## src/rtl/core/assert_macros.svh

```systemverilog
// Assertion helpers, sampled on clk and held off while rst_n is low.
`ifndef ASSERT_MACROS_SVH
`define ASSERT_MACROS_SVH

// Check cons in the same cycle as ante.
`define ASSERT_IMPL(label, ante, cons, msg) \
  label: assert property (@(posedge clk) disable iff (!rst_n) (ante) |-> (cons)) \
    else $error(msg);

// Check cons in the cycle after ante.
`define ASSERT_NEXT(label, ante, cons, msg) \
  label: assert property (@(posedge clk) disable iff (!rst_n) (ante) |=> (cons)) \
    else $error(msg);

`endif

```

## src/rtl/core/bsmeb_ram.sv

```systemverilog
module bsmeb_ram #(
  parameter int WIDTH = 8,
  parameter int DEPTH = 16,
  localparam int AW = $clog2(DEPTH)
) (
  input  logic             clk,
  input  logic             we,
  input  logic [AW-1:0]    waddr,
  input  logic [WIDTH-1:0] wdata,
  input  logic [AW-1:0]    raddr,
  output logic [WIDTH-1:0] rdata
);

  logic [WIDTH-1:0] mem [DEPTH];
  logic [WIDTH-1:0] rdata_r;

  always_ff @(posedge clk) begin
    if (we) begin
      mem[waddr] <= wdata;
    end
    rdata_r <= mem[raddr];
  end

  assign rdata = rdata_r;

endmodule
```

## config.mk

```make
export PLATFORM = sky130hd
export DESIGN_NAME = bsmeb_ram
export DESIGN_NICKNAME = d
export VERILOG_FILES = /design/src/rtl/core/assert_macros.svh /design/src/rtl/core/bsmeb_ram.sv
export SDC_FILE = /design/constraint.sdc
export NUM_CORES = 1
export LEC_CHECK = 0
export BUFFER_PORTS_ARGS = -buffer_cell sky130_fd_sc_hd__buf_2
export CAP_MARGIN = 20
export CORE_MARGIN = 10
export CORE_UTILIZATION = 49
export DETAILED_ROUTE_END_ITERATION = 10
export GPL_TIMING_DRIVEN = 1
export PLACE_DENSITY = 0.76
export SYNTH_ARGS = -nofsm -noshare
export SYNTH_HDL_FRONTEND = slang
export SYNTH_SLANG_ARGS = --single-unit
```

## constraint.sdc

```tcl
create_clock -name clk -period 1.5 [get_ports clk]
set_input_delay 0 -clock clk [delete_from_list [all_inputs] [get_ports clk]]
set_output_delay 0 -clock clk [all_outputs]
set_load 0.02 [all_outputs]
```

**Yosys cells after proc, flatten, opt, wreduce, memory -nomap -nowiden**

Memory sizes are Yosys's and may differ from the RTL's. A register that Yosys moved wholly into a read port is not among the register bits.
Index checks and enable logic that the tools add are counted.

- Latch bits: 0
- ROM bits: 0
- Flip-flop bits (word level): 0
- Output and inout bits: 8
- Memory bits (writable): 128
- Memories kept: 1
- Logic and storage cells: 3

- $lt $le $gt $ge: 0
- Add/subtract/negate cells: 0
- $mul: 0
- Reductions and logical operators: 0
- Bitwise logic cells: 0
- Shift operators: 0
- Div/mod/pow operators: 0
- Eq/ne operators: 0
- Multiplexer cells: 2

Memories:

| name | words | bits a word | rd ports | clocked after memory_dff | wr ports | RTL line | RTL |
|---|---|---|---|---|---|---|---|
| mem | 16 | 8 | 1 | 1 | 1 | bsmeb_ram.sv:14 | `logic [WIDTH-1:0] mem [DEPTH];` |

Operator list:

| cell | count |
|---|---|
| two-way mux 1 bit | 2 |

**Logic depth before layout (Yosys ltp)**

- Depth in word-level cells: 2
- Gate-level depth with buffers: 5
- Gate-level depth less buffers: 3

**Worst setup path before layout**

No wires, ideal clock.

- Path kind: in2reg
- From: in waddr[2]
- To: mem mem[0][0], enable pin
- Arrival time: 1.110 ns
- Stages: 2
- Slack: 0.007 ns
- Buffers on the path: 0
- Data required time: 1.117 ns
- Cells stage by stage: or3b_2 -> nor3_1

RTL lines:

| what | RTL line | RTL |
|---|---|---|
| start: declaration | bsmeb_ram.sv:8 | `input logic [AW-1:0] waddr,` |
| end: declaration | bsmeb_ram.sv:14 |  |

Straight into the memory's write port.

==> results.toml <==
[status]
status = "completed"

[timing]
slew_violations = 0
fin_crit_sh_pct = 92.3
setup_violations = 0
tns_ns = 0
rsz0062_at_grt = "false"
fmax_mhz = 722
tightest_slew_ns = 0.423
clock_skew_ns = 0.00681
slew_headroom_pct = 71.8
hold_viol = 0
timing.final.crit_period_ns = 1.38

[global_routing]
grt_pass1_wl_um = 16300
grt_pass1_vias = 2662
grt-ovfl-total = 0
grt_max_degree = 33
grt_util_all_layers_pct = 15.1
antenna_found_initial = 0

[pwr]
max-vdd-ir-drop_uv = 794
total_leakage_power_nw = 2.20
p_per_area_nw_per_um2 = 1460

[cells_and_area]
antenna_cells = 0
nets = 316
syn2layout_area_growth_pct = 23.0
drive_gt1_share_pct = 33.4
nFillCells = 703
finalNonFillerCells = 447

[clock_network]
cts_setup_buffers = 0
clock_tree.buffer_depth = 2
clockRootBuffer = "clkbuf_8"
cts_inserted_buffers = 17
cts_tree = "done"
numClockSinks = 136
cts_max_level = 4
cts.reportedPaths.clkPinSlew_ns = 0.06
clock_latency_ns = 0.52

[critical_path]
endpoint_kind = "flip-flop"
start_kind = "flip-flop"
path_class = "reg2reg"
cp_max_fo = 1
arrival_ns = 1.77
path_depth = 3
crit_slowest_cell = "mux4_1"
cp_data_required_time_ns = 1.89
cp.buffers_inverters = 0
cp_slowest_stage_delay_ns = 0.50
critical-path-top-delay-family = "multiplexers"
cp_cell_sequence = "mux4_1 -> a22oi_1 -> nand2_1"
rr_worst_depth = 3

[detailed_routing]
highest-signal-layer = "met4"
viasPerCell = 5.68
post_drt_wl_per_cell_um = 23.6
vias = 2538
ant_nets = 0
met3_length_um = 871
drt_iter0_drc = 260
routed_wl_um = 10500
remaining_drc_errors = 0
firstDrtPassIters = 4
met2WireLength_um = 5570
drt-met1-wl_um = 3970

[logic_synthesis]
synth_top_area_share_pct = 74.7
ys_warn_count = 0
yosysUniqueCellTypes = 19
synth.avg_cell_area_um2 = 22.5
ys_ff_latch = 136
synth_nets = 247
seq_area_frac_synth_pct = 77.8
syn_inst = 229
syn_area_um2 = 5150
synth_top_area_cell = "edfxtp_1"
synthTopCellsByArea = "edfxtp_1, mux4_2, mux4_1"

[hold_path]
min_path_cells = 3
hold_class = "in2reg"

[flow_run]
drv_cap = 0

[floorplan]
die_h_um = 122
core_um2 = 10300
dieArea_um2 = 15000
die_x_um = 122
initial_core_util_pct = 50.1
ios = 26
rows = 37

[place]
hpwl_um = 6350
io_buffers = 25
dpl.cell_count = 407
gp_congestion = 0.768
[where the power goes]
| group | internal (mW) | switching (mW) | total (mW) |
|---|---|---|---|
| combinational | 0.196 | 0.251 | 0.447 |
| clock | 2.91 | 1.63 | 4.53 |
| sequential | 4.25 | 0.0281 | 4.28 |
[worst paths after layout]
path | startpoint | endpoint | slack [ns]
max | mem[8][1]$_DFFE_PP_ | rdata[1]$_DFF_P_ | 0.12
min | waddr[0] | mem[4][1]$_DFFE_PP_ | 0.04
max reg2reg | mem[8][1]$_DFFE_PP_ | rdata[1]$_DFF_P_ | 0.12
min reg2reg | mem[14][0]$_DFFE_PP_ | rdata[0]$_DFF_P_ | 0.66
[layout make-up]
type	count	area, um2	area share, %
Clock buffer	17	414	6.54
Sequential cell	136	4000	63.2
Multi-Input combinational cell	83	1060	16.8
Tap cell	136	170	2.69
Clock inverter	15	235	3.72
Timing Repair Buffer	60	445	7.04
[sequential cells by signal (all words and copies together), names as in the netlist]
name   flops
mem      128
rdata      8
[metal layers]
metal / global-route usage, % / vias to the layer above
li1: - / 1115
met1: 18.9 / 1286
met2: 24.4 / 129
met3: 4.82 / 8
met4: 5.60 / 0
met5: 0 / -
[worst reg2reg max path, delay by kind of cell (launching register included)]
family          cells  cell delay [ns]
compound gates      1             0.31
flops               1             0.37
mux                 1             0.50
simple gates        1             0.09
[layout by cell type, fill, tap and decap left out, types with 2 or more instances in the layout]
cell type      count
clkinvlp_4         2
nor3_1             4
a22oi_1           15
mux4_2            18
bufinv_16          5
clkbuf_16         16
edfxtp_1         128
dlygate4sd3_1      8
dfxtp_1            8
inv_6              7
nand3b_1           2
buf_2             25
nand2b_1           2
buf_12             3
nand2_1            9
nor2_1            13
mux4_1            14
buf_4             24
[synthesized netlist by cell type]
| library cell | instances |
|---|---|
| edfxtp_1 | 128 |
| mux4_2 | 18 |
| a22oi_1 | 16 |
| mux4_1 | 14 |
| nor2_1 | 13 |
| nand2_1 | 9 |
| dfxtp_1 | 8 |
| nor3_1 | 4 |
| buf_2 | 3 |
| buf_6 | 3 |
| clkdlybuf4s25_2 | 3 |
| nand2b_1 | 2 |
| nand3b_1 | 2 |
| and2_1 | 1 |
| and2b_1 | 1 |
| buf_4 | 1 |
| nand3_1 | 1 |
| nor2b_1 | 1 |
| or3b_2 | 1 |
[kinds of logic after synthesis]
kind of cell / count (synthesis) / synth area share [%]
multiplexers: 32 / 15.0
flip-flops: 136 / 77.8
buffers and inverters: 10 / 1.68
AO/OA/AOI/OAI: 16 / 2.33
AND/OR/NAND/NOR: 35 / 3.18
[metrics by stage]
| step | area (um2) | power (mW) | hold WS, ns | setup slack, ns | util, % |
|---|---|---|---|---|---|
| 6_report | 6330 | 9.26 | 0.0448 | 0.116 | 61.6 |
| 3_3_place_gp | 5600 | 4.77 | 0.375 | 0.0646 | 54.5 |
| 4_1_cts | 6330 | 9.33 | 0.0169 | 0.0170 | 61.6 |
| 3_5_place_dp | 5600 | 4.79 | 0.390 | 0.0498 | 54.5 |
| 5_1_grt | 6330 | 9.55 | 0.0400 | 0.0660 | 61.6 |
| 2_1_floorplan | 5150 | 4.59 | 0.0989 | 0.00713 | - |
[repair_timing]
item                       in CTS  in global routing
setup endpoints to repair       0                  1
hold buffers                    8                  0
hold endpoints to repair      128                  0
gates resized for setup         0                  1
(Power assumes the default switching activity.)
